==> config.mk <==
export PLATFORM = sky130hd
export DESIGN_NAME = posting_list_gap_varint_encoder
export DESIGN_NICKNAME = d
export VERILOG_FILES = /design/src/design/plgve_pkg.sv /design/src/design/plgve_step.sv /design/src/design/posting_list_gap_varint_encoder.sv
export VERILOG_INCLUDE_DIRS = /design/src /design/src/design
export SDC_FILE = /design/constraint.sdc
export NUM_CORES = 1
export LEC_CHECK = 0
export ABC_AREA = 1
export BUFFER_PORTS_ARGS = -buffer_cell sky130_fd_sc_hd__buf_2
export CAP_MARGIN = 20
export CORE_ASPECT_RATIO = 1.25
export CORE_MARGIN = 3
export CORE_UTILIZATION = 35
export CTS_CLUSTER_SIZE = 16
export DETAILED_ROUTE_END_ITERATION = 16
export GPL_TIMING_DRIVEN = 0
export SYNTH_ARGS = -nofsm -noshare
export SYNTH_HDL_FRONTEND = slang
export SYNTH_SLANG_ARGS = --single-unit
export TNS_END_PERCENT = 50
==> constraint.sdc <==
create_clock -name clk_i -period 10 [get_ports clk_i]
set_input_delay 1 -clock clk_i [delete_from_list [all_inputs] [get_ports clk_i]]
set_output_delay 1 -clock clk_i [all_outputs]
set_load 0.01 [all_outputs]
==> src/design/posting_list_gap_varint_encoder_defines.svh <==
// Assertion macros for the posting-list gap encoder.
// Each use expects clk_i and rst_ni in scope.
`ifndef POSTING_LIST_GAP_VARINT_ENCODER_DEFINES_SVH
`define POSTING_LIST_GAP_VARINT_ENCODER_DEFINES_SVH

`ifndef NO_ASSERTIONS

// Check that cond implies prop in the same cycle.
`define PLGVE_ASSERT_IMP(label, cond, prop, msg) \
  label: assert property (@(posedge clk_i) disable iff (!rst_ni) (cond) |-> (prop)) \
    else $error(msg);

// Check that cond implies prop in the following cycle.
`define PLGVE_ASSERT_NXT(label, cond, prop, msg) \
  label: assert property (@(posedge clk_i) disable iff (!rst_ni) (cond) |=> (prop)) \
    else $error(msg);

`else

`define PLGVE_ASSERT_IMP(label, cond, prop, msg)
`define PLGVE_ASSERT_NXT(label, cond, prop, msg)

`endif

`endif

==> src/design/plgve_pkg.sv <==
package plgve_pkg;

  // Field widths
  localparam int unsigned FileIdBits  = 8;
  localparam int unsigned PrevBits    = 9;
  localparam int unsigned FillBits    = 25;
  localparam int unsigned OffsetBits  = 48;
  localparam int unsigned BaseBits    = 32;

  // Previous file id meaning "none yet" (minus one)
  localparam logic [PrevBits-1:0] PREV_NONE = 9'h1FF;

  // Input mode codes
  localparam logic MODE_ENTRY  = 1'b0;
  localparam logic MODE_FINISH = 1'b1;

  // Register index (word address bit) of base_offset
  localparam logic REG_BASE_OFFSET = 1'b0;

  // Reset value of base_offset
  localparam logic [BaseBits-1:0] BASE_OFFSET_RESET = 32'd16;

  // Byte counts
  localparam logic [1:0] COUNT_NONE = 2'd0;
  localparam logic [1:0] COUNT_ONE  = 2'd1;
  localparam logic [1:0] COUNT_TWO  = 2'd2;

  // One result word
  typedef struct packed {
    logic [1:0]            byte_count;
    logic [7:0]            first_byte;
    logic [7:0]            second_byte;
    logic                  fill_valid;
    logic [FillBits-1:0]   fill_first;
    logic [FillBits-1:0]   fill_last;
    logic [OffsetBits-1:0] fill_offset;
  } result_t;

endpackage

==> src/design/plgve_step.sv <==
module plgve_step #(
  parameter int unsigned TrigramBits = 24
) (
  input  logic                                mode_i,
  input  logic [TrigramBits-1:0]              trigram_i,
  input  logic [plgve_pkg::FileIdBits-1:0]    file_id_i,
  input  logic [TrigramBits-1:0]              last_trigram_i,
  input  logic [plgve_pkg::PrevBits-1:0]      previous_file_i,
  input  logic [plgve_pkg::OffsetBits-1:0]    running_offset_i,
  input  logic [plgve_pkg::BaseBits-1:0]      base_offset_i,
  output plgve_pkg::result_t                  result_o,
  output logic [TrigramBits-1:0]              last_trigram_o,
  output logic [plgve_pkg::PrevBits-1:0]      previous_file_o,
  output logic [plgve_pkg::OffsetBits-1:0]    running_offset_o
);

  logic                               tri_change;
  logic [plgve_pkg::PrevBits-1:0]     prev_eff;
  logic                               negative;
  logic [plgve_pkg::PrevBits-1:0]     gap;
  logic [plgve_pkg::FillBits-1:0]     range_first;
  logic [plgve_pkg::FillBits-1:0]     table_end;

  // Compare trigrams and form the gap against the effective previous file
  assign tri_change  = (trigram_i != last_trigram_i);
  assign prev_eff    = tri_change ? plgve_pkg::PREV_NONE : previous_file_i;
  assign negative    = (prev_eff != plgve_pkg::PREV_NONE) &&
                       ({1'b0, file_id_i} <= prev_eff);
  assign gap         = {1'b0, file_id_i} - (prev_eff + 9'd1);
  assign range_first = plgve_pkg::FillBits'(last_trigram_i) + 25'd1;
  assign table_end   = 25'd1 << TrigramBits;

  // Encode one word and advance the state
  always_comb begin
    result_o             = '0;
    result_o.fill_offset = running_offset_i;
    last_trigram_o       = last_trigram_i;
    previous_file_o      = previous_file_i;
    running_offset_o     = running_offset_i;
    if (mode_i == plgve_pkg::MODE_FINISH) begin
      result_o.fill_valid = 1'b1;
      result_o.fill_first = range_first;
      result_o.fill_last  = table_end;
      last_trigram_o      = '0;
      previous_file_o     = plgve_pkg::PREV_NONE;
      running_offset_o    = plgve_pkg::OffsetBits'(base_offset_i);
    end else begin
      // Report the slot range only when the trigram goes up
      if (trigram_i > last_trigram_i) begin
        result_o.fill_valid = 1'b1;
        result_o.fill_first = range_first;
        result_o.fill_last  = plgve_pkg::FillBits'(trigram_i);
      end
      if (negative) begin
        result_o.byte_count = plgve_pkg::COUNT_ONE;
        result_o.first_byte = gap[7:0];
      end else if (gap[8:7] != 2'b00) begin
        result_o.byte_count  = plgve_pkg::COUNT_TWO;
        result_o.first_byte  = {1'b1, gap[6:0]};
        result_o.second_byte = {6'b0, gap[8:7]};
      end else begin
        result_o.byte_count = plgve_pkg::COUNT_ONE;
        result_o.first_byte = {1'b0, gap[6:0]};
      end
      last_trigram_o   = trigram_i;
      previous_file_o  = {1'b0, file_id_i};
      running_offset_o = running_offset_i + plgve_pkg::OffsetBits'(result_o.byte_count);
    end
  end

endmodule

==> src/design/posting_list_gap_varint_encoder.sv <==
// Channel   Direction  Handshake                  Payload
// input     in         in_valid_i / in_ready_o    mode_i, trigram_i, file_id_i
// result    out        out_valid_o / out_ready_i  byte_count_o .. fill_offset_o
// config    in         APB write (psel/penable)   paddr, pwdata -> base_offset
//
// One word per cycle sustained while out_ready_i stays high; an accepted word
// passes to the output through the input register, then the result register.
// The encode and state update sit between the input register and the result
// register; the running offset, last trigram and previous file update there.
// Reset clears the state to base_offset = 16, running offset = base_offset.
// When the output stalls, the result is held and one more word waits in the
// input register before in_ready_o drops.
`include "posting_list_gap_varint_encoder_defines.svh"

module posting_list_gap_varint_encoder #(
  parameter int unsigned TrigramBits = 24
) (
  input  logic                              clk_i,
  input  logic                              rst_ni,
  // input words
  input  logic                              in_valid_i,
  output logic                              in_ready_o,
  input  logic                              mode_i,
  input  logic [23:0]                       trigram_i,
  input  logic [plgve_pkg::FileIdBits-1:0]  file_id_i,
  // result words
  output logic                              out_valid_o,
  input  logic                              out_ready_i,
  output logic [1:0]                        byte_count_o,
  output logic [7:0]                        first_byte_o,
  output logic [7:0]                        second_byte_o,
  output logic                              fill_valid_o,
  output logic [plgve_pkg::FillBits-1:0]    fill_first_o,
  output logic [plgve_pkg::FillBits-1:0]    fill_last_o,
  output logic [plgve_pkg::OffsetBits-1:0]  fill_offset_o,
  // configuration
  input  logic                              psel,
  input  logic                              penable,
  input  logic                              pwrite,
  input  logic [2:0]                        paddr,
  input  logic [plgve_pkg::BaseBits-1:0]    pwdata,
  output logic [plgve_pkg::BaseBits-1:0]    prdata,
  output logic                              pready
);

  // Input register
  logic                              s1_valid_q;
  logic                              s1_mode_q;
  logic [TrigramBits-1:0]            s1_trigram_q;
  logic [plgve_pkg::FileIdBits-1:0]  s1_file_id_q;
  logic                              s1_adv;
  logic                              in_acc;

  // Result register
  logic                              out_valid_q;
  plgve_pkg::result_t                res_q;
  plgve_pkg::result_t                res_d;

  // Encoder state
  logic [TrigramBits-1:0]            last_trigram_q, last_trigram_d;
  logic [plgve_pkg::PrevBits-1:0]    previous_file_q, previous_file_d;
  logic [plgve_pkg::OffsetBits-1:0]  running_offset_q, running_offset_d;
  logic                              started_q;
  logic [plgve_pkg::BaseBits-1:0]    base_offset_q;
  logic                              cfg_wr;

  assign s1_adv     = s1_valid_q && (!out_valid_q || out_ready_i);
  assign in_ready_o = !s1_valid_q || s1_adv;
  assign in_acc     = in_valid_i && in_ready_o;
  assign cfg_wr     = psel && penable && pwrite && (paddr[2] == plgve_pkg::REG_BASE_OFFSET);

  // Register read and ready
  assign pready = 1'b1;
  assign prdata = (paddr[2] == plgve_pkg::REG_BASE_OFFSET) ? base_offset_q : '0;

  plgve_step #(
    .TrigramBits (TrigramBits)
  ) u_step (
    .mode_i           (s1_mode_q),
    .trigram_i        (s1_trigram_q),
    .file_id_i        (s1_file_id_q),
    .last_trigram_i   (last_trigram_q),
    .previous_file_i  (previous_file_q),
    .running_offset_i (running_offset_q),
    .base_offset_i    (base_offset_q),
    .result_o         (res_d),
    .last_trigram_o   (last_trigram_d),
    .previous_file_o  (previous_file_d),
    .running_offset_o (running_offset_d)
  );

  // Track valid flags of both registers
  always_ff @(posedge clk_i or negedge rst_ni) begin
    if (!rst_ni) begin
      s1_valid_q  <= 1'b0;
      out_valid_q <= 1'b0;
    end else begin
      if (in_acc) begin
        s1_valid_q <= 1'b1;
      end else if (s1_adv) begin
        s1_valid_q <= 1'b0;
      end
      if (s1_adv) begin
        out_valid_q <= 1'b1;
      end else if (out_ready_i) begin
        out_valid_q <= 1'b0;
      end
    end
  end

  // Capture payloads
  always_ff @(posedge clk_i) begin
    if (in_acc) begin
      s1_mode_q    <= mode_i;
      s1_trigram_q <= trigram_i[TrigramBits-1:0];
      s1_file_id_q <= file_id_i;
    end
    if (s1_adv) begin
      res_q <= res_d;
    end
  end

  // Advance encoder state; config write loads base_offset, and the running offset while not started
  always_ff @(posedge clk_i or negedge rst_ni) begin
    if (!rst_ni) begin
      last_trigram_q   <= '0;
      previous_file_q  <= plgve_pkg::PREV_NONE;
      running_offset_q <= plgve_pkg::OffsetBits'(plgve_pkg::BASE_OFFSET_RESET);
      started_q        <= 1'b0;
      base_offset_q    <= plgve_pkg::BASE_OFFSET_RESET;
    end else begin
      if (cfg_wr) begin
        base_offset_q <= pwdata;
      end
      if (s1_adv) begin
        last_trigram_q   <= last_trigram_d;
        previous_file_q  <= previous_file_d;
        running_offset_q <= running_offset_d;
        started_q        <= (s1_mode_q == plgve_pkg::MODE_ENTRY);
      end else if (cfg_wr && !started_q) begin
        running_offset_q <= plgve_pkg::OffsetBits'(pwdata);
      end
    end
  end

  assign out_valid_o   = out_valid_q;
  assign byte_count_o  = res_q.byte_count;
  assign first_byte_o  = res_q.first_byte;
  assign second_byte_o = res_q.second_byte;
  assign fill_valid_o  = res_q.fill_valid;
  assign fill_first_o  = res_q.fill_first;
  assign fill_last_o   = res_q.fill_last;
  assign fill_offset_o = res_q.fill_offset;

  // Checks
  `PLGVE_ASSERT_IMP(a_finish_fill, out_valid_q && (res_q.byte_count == plgve_pkg::COUNT_NONE), res_q.fill_valid && (res_q.fill_last == (25'd1 << TrigramBits)), "finish word without full table range")
  `PLGVE_ASSERT_IMP(a_two_byte_cont, out_valid_q && (res_q.byte_count == plgve_pkg::COUNT_TWO), res_q.first_byte[7], "two-byte varint lacks continuation bit")
  `PLGVE_ASSERT_IMP(a_fill_order, out_valid_q && res_q.fill_valid && (res_q.byte_count != plgve_pkg::COUNT_NONE), res_q.fill_first <= res_q.fill_last, "fill range reversed")
  `PLGVE_ASSERT_NXT(a_finish_restart, s1_adv && (s1_mode_q == plgve_pkg::MODE_FINISH), (running_offset_q == plgve_pkg::OffsetBits'($past(base_offset_q))) && !started_q, "finish did not restore offset")

endmodule
==> results of run 1 <==
==> worst reg2reg max path, delay by kind of cell, from the launching register on <==
kind / cells / cell delay (ns)
and+or+nand+nor: 20 / 2.97
adders and majority gates: 5 / 1.58
AOI/OAI and AO/OA: 2 / 0.51
DFF: 1 / 0.38
buffers and inverters: 4 / 0.35
==> registers in the layout, summed over array words and instances, names as in the netlist, 2 cells and up <==
register,flops
base_offset_q,32
fill_last_o,25
s1_file_id_q,8
running_offset_q,48
first_byte_o,8
last_trigram_q,24
second_byte_o,2
byte_count_o,2
s1_trigram_q,24
previous_file_q,9
fill_first_o,25
fill_offset_o,48
==> cell families (layout without fill, tap and decap cells) <==
logic type / count (synthesis) / in the layout / share of synthesized area [%]
xor+xnor: 39 / 39 / 2.666
buf+inv: 223 / 493 / 6.982
compound gates: 220 / 220 / 10.32
simple gates: 576 / 576 / 19.63
fa+ha+maj: 38 / 38 / 3.828
other cells: 2 / 7 / 0.05862
flops: 260 / 260 / 56.51
==> per-layer routing <==
layer  track usage (%)  share of wire (%)  wire length (um)
met1             22.08                 39             14760
met2             34.77                 51             18980
met3             2.327                4.6              1725
met4             9.589                5.4              2013
met5                 0                  0                 0
==> synthesized netlist by cell type (all sizes together) (23+ instances only) <==
cell type	instances	share of area [%]
nand2	267	7.9
nor2	184	5.8
inv	172	5.0
edfxtp	144	34
dfrtp	105	21
a21oi	73	2.9
o21ai	66	2.6
nand3	47	2.0
ha	36	3.5
nor3	35	1.7
xor2	33	2.3
buf	30	1.3
nand4	30	1.6
a221oi	26	1.8
o22ai	23	1.1
==> through the flow <==
stage / instances / utilization, % / power [W] / area (um^2) / setup slack [ns]
2_1_floorplan: 1363 / - / 0.002028 / 12830 / 5.020
3_3_place_gp: 2053 / 40.58 / 0.002342 / 14510 / 3.094
3_5_place_dp: 2055 / 40.76 / 0.002351 / 14570 / 3.991
4_1_cts: 2107 / 43.40 / 0.003431 / 15510 / 3.966
5_1_grt: 2107 / 43.40 / 0.003582 / 15510 / 3.329
6_report: 2107 / 43.40 / 0.003394 / 15510 / 4.073
==> power by group <==
| group | internal (W) | switching (W) | total (W) |
|---|---|---|---|
| Combinational | 0.000269 | 0.000530 | 0.000799 |
| Clock | 0.000643 | 0.000422 | 0.00107 |
| Sequential | 0.00137 | 0.000158 | 0.00153 |
==> cell type report <==
class / instances / area (um^2) / area share [%]
clock inverters: 16 / 170.2 / 1.097
inverters: 172 / 645.6 / 4.162
plain buffers: 51 / 252.7 / 1.629
multi-input cells: 880 / 4696 / 30.27
repair buffers: 218 / 1142 / 7.364
clock buffers: 36 / 772.0 / 4.977
well taps: 474 / 593.1 / 3.823
flip-flops and latches: 260 / 7241 / 46.68
==> worst max-delay path by stage <==
stage,from,to
6_report,last_trigram_q[15]$_DFFE_PN0P_,running_offset_q[34]$_DFFE_PN0P_
5_1_grt,last_trigram_q[15]$_DFFE_PN0P_,running_offset_q[22]$_DFFE_PN0P_
4_1_cts,last_trigram_q[15]$_DFFE_PN0P_,running_offset_q[34]$_DFFE_PN0P_
3_5_place_dp,last_trigram_q[15]$_DFFE_PN0P_,running_offset_q[34]$_DFFE_PN0P_
3_3_place_gp,out_ready_i,last_trigram_q[16]$_DFFE_PN0P_
2_1_floorplan,out_ready_i,byte_count_o[0]$_SDFFCE_PP0P_
==> impl_results.md, run 1 <==
* Most frequent CP cell: nand2_1
* Detailed Route WL at ~37 mm
* Buf/Inv on CP at 4
* Total GRT Usage at 19.13%
* Arr. time, crit path at between 6 and 7 ns
* Most frequent cells in the layout: nand2_1 (263), buf_2 (233), nor2_1 (171)
* Share of cells above drive strength 1 at a little over 20%
* Total I/O pin count at approximately 230
* Yosys warnings at 0
* Pre-antenna DRT Iters at 5
* Worst Tran Pin Value at just under 0.9 ns
* Pins over their slew limit at 0
* Post-route clock skew at approximately 0.01 ns
* Area of the die at around 0.039 mm^2
* VDD IR max at about 130 uV
* Delay-heaviest family, CP: simple AND/OR/NAND/NOR gates
* Clock Sinks at 260
* Clock latency on the worst-skew pair at between 0.5 and 0.6 ns
* Worst setup SP type: flip-flop
* Pwr/cell area at between 200 and 250 mW/mm^2
* CP Capture Type: flip-flop
* Vias in the first global route at roughly 11000
* Number of fillers in the final layout at around 3500
* Req. time, crit path at ~10 ns
* CTS tree: yes
* Smallest hold slack at around 0.37 ns
* ANT nets after route at 0
* Critical-path top delay cell: o21ai_0
* Final period util at between 50% and 60%
* FP Rows at 77
* Final hold vios at 0
* Max FO, Critical Path at 9
* Worst r2r src: last_trigram_q[15]$_DFFE_PN0P_
* H-tree depth at 1
* Global-route wire length before repair at a little under 60 mm
* Post-DP HPWL at ~29 mm
* Std-Cell Core Area at 0.03574 mm^2
* EDFF count, synth at ~140
* Antenna violations before repair at 0
* Layout area overhead at 21.07%
* Yosys reg bits at 260
* Worst reg-to-reg setup slack at around 4.1 ns
* # setup viols final at 0
* RSZ-0062 raised after global routing: no
* Max Cap Violations at 0
* FF-to-FF End: running_offset_q[34]$_DFFE_PN0P_
* Most common cell after layout, fill and taps aside: nand2_1
* Initial Utilization at between 30 and 40%
* Die extent in x at 177.1 um
* Clock transition at the registers of the reported paths at roughly 0.06 ns
* GR Overflow Total at 0
* Hold bufs inserted after CTS at 0
* Highest clock rate at 0.1687 GHz
* Post-CTS Setup Inserts at 0
* Post-route DRC at 0
* Number of distinct library cells after synthesis at 50
* Sequential element share of the synthesized area at a little under three fifths
* Crit path depth at 31
* Leak Pwr at around 6.8 nW
* Mapped Cells at 1358
* Via count at between 10000 and 15000
* Via density at 4.918
* Post-layout nets at approximately 1700
* CP peak stage delay at ~0.43 ns
* Async set-or-reset flop fraction in the synthesized netlist at 44.62%
* Ys flop type: edfxtp_1
* Worst min path class: in2async
* CTS Buf Count at 29
* CTS resizes at 0
* Max Root-Sink Buffers at 3
* Number of DRC markers in iteration 0 at 509
* Post-Syn Area at between 0.01 and 0.015 mm^2
* Antenna Cells at 0
* Clock root cell: clkbuf_16
* R2R depth at 31
* Die Y at around 220 um
* Largest net degree at the start of global routing at between 70 and 80
* Setup_tns at 0 ns
* Gpl congestion at between 0.9 and 1
* Count of input and output buffers at approximately 220
* DR WL/cell at about 18 um
* Mean Syn Cell Area at between 9 and 10 um^2
* Status: finished, final reports clean
* Slew margin rel. at 41.98%
* Critical path type: reg2reg
* Fin crit period at 5.927 ns
Power figures use the tool's default switching activity.
==> inputs of run 2 (changes only) <==
==> constraint.sdc (replaced) <==
create_clock -name clk_i -period 6.15 [get_ports clk_i]
set_input_delay 0.615 -clock clk_i [delete_from_list [all_inputs] [get_ports clk_i]]
set_output_delay 0.615 -clock clk_i [all_outputs]
set_load 0.01 [all_outputs]
==> impl_results.md, run 2 (synthesis results as in run 1) <==
* Status: finished, final reports clean
* Max Root-Sink Buffers at 3
* Post-route DRC at 0
* Clock transition at the registers of the reported paths at 0.06 ns
* Global-route wire length before repair at 58.07 mm
* Most common cell after layout, fill and taps aside: nand2_1
* RSZ-0062 raised after global routing: no
* Number of fillers in the final layout at between 3000 and 4000
* Antenna violations before repair at 0
* CP peak stage delay at 0.42 ns
* CTS Buf Count at 29
* Via count at between 10000 and 15000
* Vias in the first global route at 10652
* Layout area overhead at 21.22%
* Sw frac at 32.72%
* Die extent in x at between 150 and 200 um
* ANT nets after route at 0
* Arr. time, crit path at 5.90 ns
* Post-route clock skew at around 0.01 ns
* Count of input and output buffers at around 220
* Share of cells above drive strength 1 at about a fifth
* Post-route setup slack at approximately 0.67 ns
* Hold_sp: trigram_i[14]
* Final hold vios at 0
* Pwr/cell area at 355.3 mW/mm^2
* Area of the die at 0.03895 mm^2
* Worst setup SP type: flip-flop
* Clock latency on the worst-skew pair at between 0.5 and 0.6 ns
* Total GRT Usage at a little under a fifth
* Clock share of power at 31.4%
* Req. time, crit path at 6.56 ns
* Psw at between 0.0015 and 0.002 W
* Largest net degree at the start of global routing at 72
* Number of DRC markers in iteration 0 at about 570
* Slew margin rel. at around 42%
* Antenna Cells at 0
* Post-DP HPWL at around 29 mm
* Multi-input gate area at 0.004705 mm^2
* Highest clock rate at about 0.18 GHz
* Max FO, Critical Path at 9
* Worst r2r src: last_trigram_q[15]$_DFFE_PN0P_
* Std-Cell Core Area at 0.03574 mm^2
* Sequential share of power at ~45%
* CP Capture Type: flip-flop
* Most frequent CP cell: nand2_1
* Total I/O pin count at around 230
* # setup viols final at 0
* Clock Sinks at 260
* Most frequent cells in the layout: nand2_1 (261), buf_2 (233), nor2_1 (171)
* FP Rows at between 70 and 80
* Leak Pwr at 6.803 nW
* Comb power frac at 23.5%
* Register area at ~0.0072 mm^2
* Detailed Route WL at around 37 mm
* Dpl ws at 0.1407 ns
* Gpl congestion at 0.9447
* DR WL/cell at 17.79 um
* Initial Utilization at a little over a third
* Pins over their slew limit at 0
* Pre-antenna DRT Iters at 5
* Final period util at 89.18%
* CTS tree: yes
* Worst min path class: in2reg
* Internal at 0.003713 W
* VDD IR max at 213.3 uV
* H-tree depth at 1
* GR Overflow Total at 0
* Max Cap Violations at 0
* Clock root cell: clkbuf_16
* Die Y at between 200 and 250 um
* CP startpoint: last_trigram_q[15]$_DFFE_PN0P_
* Design Power at roughly 0.0055 W
* Post-CTS Setup Inserts at 0
* Post-layout nets at ~1700
* Via density at 4.928
* Critical-path top delay cell: fa_1
* Worst Tran Pin Value at slightly below 0.9 ns
* Fin crit period at ~5.5 ns
* Critical path type: reg2reg
[run 2: cell count changes in the layout (fill, tap and decap cells not counted), sizes merged]
cell,previous run,this run
dlygate4sd3,0,1
[run 2: layout make-up]
class	count	area share, %
timing repair buffer	219	7.420
sequential	260	46.62
clock buffer	36	4.971
inverter	172	4.157
clock inverter	16	1.096
buffer	51	1.627
multi-input combinational	880	30.29
tap	474	3.819
[run 2: final timing paths]
check	endpoint	slack (ns)	depth (start not counted)
max	running_offset_q[34]$_DFFE_PN0P_	0.67	31
min	s1_trigram_q[14]$_DFFE_PP_	0.24	1
max reg2reg	running_offset_q[34]$_DFFE_PN0P_	0.67	31
min reg2reg	previous_file_q[4]$_DFFE_PN1P_	0.48	2
max in group asynchronous	running_offset_q[4]$_DFFE_PN1P_	4.83	3
min in group asynchronous	base_offset_q[24]$_DFFE_PN0P_	0.55	2
[run 2: stage by stage]
step | TNS (ns) | std cells | area, um^2 | util (%) | hold WS [ns]
2_1_floorplan | 0 | 1363 | 12830 | - | 0.3194
3_3_place_gp | -37.64 | 2053 | 14510 | 40.58 | 0.4685
3_5_place_dp | 0 | 2055 | 14570 | 40.76 | 0.4686
4_1_cts | 0 | 2108 | 15520 | 43.43 | 0.2118
5_1_grt | 0 | 2108 | 15530 | 43.45 | 0.2163
6_report | 0 | 2108 | 15530 | 43.45 | 0.2417
[run 2: timing repair]
| action | in CTS | in global routing |
|---|---|---|
| hold endpoints to repair | 9 | 0 |
| gates resized for setup | 0 | 4 |
| setup endpoints to repair | 0 | 28 |
| hold buffers | 1 | 0 |
[run 2: power by group through the flow]
stage	clock network [W]	registers (W)	logic, W
global placement	0	0.00253	0.00128
detailed placement	0	0.00252	0.00131
CTS	0.00178	0.00249	0.00131
global route	0.00184	0.00253	0.00146
floorplan	0	0.00251	0.000790
finish	0.00173	0.00249	0.00130
[run 2: worst max-delay path, delay by kind of cell, from the launching register on]
kind            cells  cell delay, ns
simple gates       20            2.71
fa+ha+maj           5            1.57
flops               1            0.39
buf+inv             4            0.34
compound gates      2            0.32
[run 2: metal layers]
metal  wire length [um]  global-route usage (%)  vias up
li1                   -                       -     5092
met1              14750                   22.07     4862
met2              19030                   34.77      336
met3               1707                   2.327       98
met4               2003                   9.589        0
met5                  0                       0        -
==> inputs of run 3 (changes only) <==
--- a/config.mk
+++ b/config.mk
@@ -6,10 +6,10 @@
 export SDC_FILE = /design/constraint.sdc
 export NUM_CORES = 1
 export LEC_CHECK = 0
-export ABC_AREA = 1
+export ABC_AREA = 0
 export BUFFER_PORTS_ARGS = -buffer_cell sky130_fd_sc_hd__buf_2
 export CAP_MARGIN = 20
-export CORE_ASPECT_RATIO = 1.25
+export CORE_ASPECT_RATIO = 0.6
 export CORE_MARGIN = 3
 export CORE_UTILIZATION = 35
 export CTS_CLUSTER_SIZE = 16
==> impl_results.md, run 3 <==
* Pre-antenna DRT Iters at 8
* Post-layout nets at between 1000 and 1500
* GR Overflow Total at 0
* Most frequent CP cell: inv_1
* Total GRT Usage at 19.48%
* Total I/O pin count at 227
* Via count at 9666
* Max Cap Violations at 0
* Post-Syn Area at 0.01235 mm^2
* Layout area overhead at 21.63%
* VDD IR max at between 150 and 200 uV
* Delay-heaviest family, CP: simple AND/OR/NAND/NOR gates
* Hold bufs inserted after CTS at 0
* # setup viols final at 0
* Max Root-Sink Buffers at 3
* Yosys top cell by area: edfxtp_1
* Async set-or-reset flop fraction in the synthesized netlist at 44.62%
* Number of DRC markers in iteration 0 at roughly 760
* Critical-path top delay cell: fa_1
* Yosys warnings at 0
* Critical path type: reg2reg
* Die extent in x at around 250 um
* Count of input and output buffers at roughly 220
* Req. time, crit path at 6.63 ns
* Worst Tran Pin Value at ~0.94 ns
* Post-DP HPWL at 28.18 mm
* Share of cells above drive strength 1 at 25.13%
* Yosys reg bits at 260
* Post-route clock skew at around 0.0097 ns
* Most common cell after layout, fill and taps aside: buf_2
* Worst reg-to-reg setup slack at ~0.45 ns
* Leak Pwr at 6.326 nW
* Most frequent cells in the layout: buf_2 (223), edfxtp_1 (144), dfrtp_1 (105)
* CP peak stage delay at approximately 0.4 ns
* Slew margin rel. at between 30 and 40%
* Area of the die at 0.03766 mm^2
* Number of distinct library cells after synthesis at 62
* Count leader, synth: edfxtp_1
* Clock root cell: clkbuf_16
* Gpl congestion at approximately 0.87
* Std-Cell Core Area at between 0.03 and 0.04 mm^2
* CP Capture Type: flip-flop
* Largest net degree at the start of global routing at 67
* RSZ-0062 raised after global routing: no
* Via density at 5.225
* CTS tree: yes
* FP Rows at 52
* Global-route wire length before repair at between 50 and 60 mm
* CTS Buf Count at 27
* Pwr/cell area at roughly 310 mW/mm^2
* Initial Utilization at 36.10%
* Design Power at around 0.0046 W
* Highest clock rate at roughly 0.18 GHz
* Sequential element share of the synthesized area at roughly three fifths
* ANT nets after route at 0
* Clock transition at the registers of the reported paths at 0.06 ns
* Arr. time, crit path at around 6 ns
* Final period util at 92.62%
* Synth top area cells: edfxtp_1 (35%), dfrtp_1 (21%), ha_1 (3.6%)
* Detailed Route WL at between 30 and 40 mm
* Worst min path class: in2async
* Buf/Inv on CP at 8
* Top cells by count, synth: edfxtp_1 (144), dfrtp_1 (105), nand2_1 (92)
* Clock latency on the worst-skew pair at approximately 0.54 ns
* Final hold vios at 0
* Utilization after layout at 43.91%
* Post-route DRC at 0
* Mapped Cells at roughly 1100
* Yosys top cell area share at a little over a third
* Pins over their slew limit at 0
* Antenna violations before repair at 3
* Worst setup SP type: flip-flop
* Ys flop type: edfxtp_1
* Fin crit period at between 5 and 6 ns
* Status: finished, final reports clean
* H-tree depth at 1
* EDFF count, synth at around 140
* DR WL/cell at ~20 um
* Clock Sinks at 260
* Vias in the first global route at slightly above 9000
* Max FO, Critical Path at 10
* Mean Syn Cell Area at between 10 and 15 um^2
* Die Y at 151.5 um
## run 3: cell type report
class                   instances  area (um^2)
diodes                          2        5.005
well taps                     459        574.3
clock inverters                11        77.57
plain buffers                  62        301.5
fillers                      3300        19200
repair buffers                228         1239
clock buffers                  38        716.9
inverters                      46        172.7
flip-flops and latches        260         7241
multi-input cells             744         4700
## run 3: routing by layer
layer	wire length [um]	vias to the layer above	global-route usage, %
met3	2373	50	4.248
met4	755	2	4.720
met5	13	-	0
met1	18460	4787	29.29
li1	-	4503	-
met2	15820	324	28.54
## run 3: logic make-up after synthesis
family / count (synthesis) / share of synthesized area [%]
and+or+nand+nor: 386 / 16.02
buffers and inverters: 108 / 3.788
adders and majority gates: 38 / 3.970
DFF: 260 / 58.61
muxes: 32 / 2.917
other: 2 / 0.06079
AOI/OAI and AO/OA: 255 / 12.79
xor gates and xnor gates: 26 / 1.843
## run 3: per-stage QoR
| step | instance area, um^2 | std cells | hold slack (ns) | worst slack, ns | setup TNS (ns) |
|---|---|---|---|---|---|
| final | 15030 | 1850 | 0.05434 | 0.4538 | 0 |
| after global routing | 15030 | 1850 | 0.06018 | 0.03603 | 0 |
| after CTS | 14960 | 1844 | 0.04703 | 0.06079 | 0 |
| after detailed placement | 14130 | 1791 | 0.4492 | -0.8996 | -11.68 |
| after global placement | 14030 | 1788 | 0.4339 | -1.307 | -136.25 |
| after floorplan | 12370 | 1112 | 0.3194 | 0.9467 | 0 |
## run 3: report_power, final
| group | internal, W | switching (W) | total, W |
|---|---|---|---|
| clock | 0.000851 | 0.000677 | 0.00153 |
| combinational | 0.000330 | 0.000486 | 0.000816 |
| sequential | 0.00212 | 0.000188 | 0.00230 |
| total | 0.00330 | 0.00135 | 0.00465 |
## run 3: what timing repair did
action	CTS	global route
buffers inserted	4	4
setup endpoints to repair	17	22
gates resized for setup	4	10
pin swaps	2	4
hold endpoints to repair	0	0
## run 3: worst reg2reg max path: cells and delay by family, from the launching register on
family | cells | cell delay [ns]
xor gates and xnor gates | 1 | 0.27
and+or+nand+nor | 9 | 1.87
DFF | 1 | 0.38
buffers and inverters | 8 | 0.94
adders and majority gates | 5 | 1.45
AOI/OAI and AO/OA | 5 | 0.73
## run 3: final timing paths
kind                                                 from                                to  depth (start not counted)
setup / recovery           last_trigram_q[19]$_DFFE_PN0P_  running_offset_q[26]$_DFFE_PN0P_                         28
hold / removal                                     rst_ni      base_offset_q[0]$_DFFE_PN0P_                          1
setup reg to reg           last_trigram_q[19]$_DFFE_PN0P_  running_offset_q[26]$_DFFE_PN0P_                         28
hold reg to reg            previous_file_q[6]$_DFFE_PN1P_    previous_file_q[6]$_DFFE_PN1P_                          2
max in group asynchronous                          rst_ni  running_offset_q[43]$_DFFE_PN0P_                          2
min in group clk_i                          trigram_i[21]        s1_trigram_q[21]$_DFFE_PP_                          1
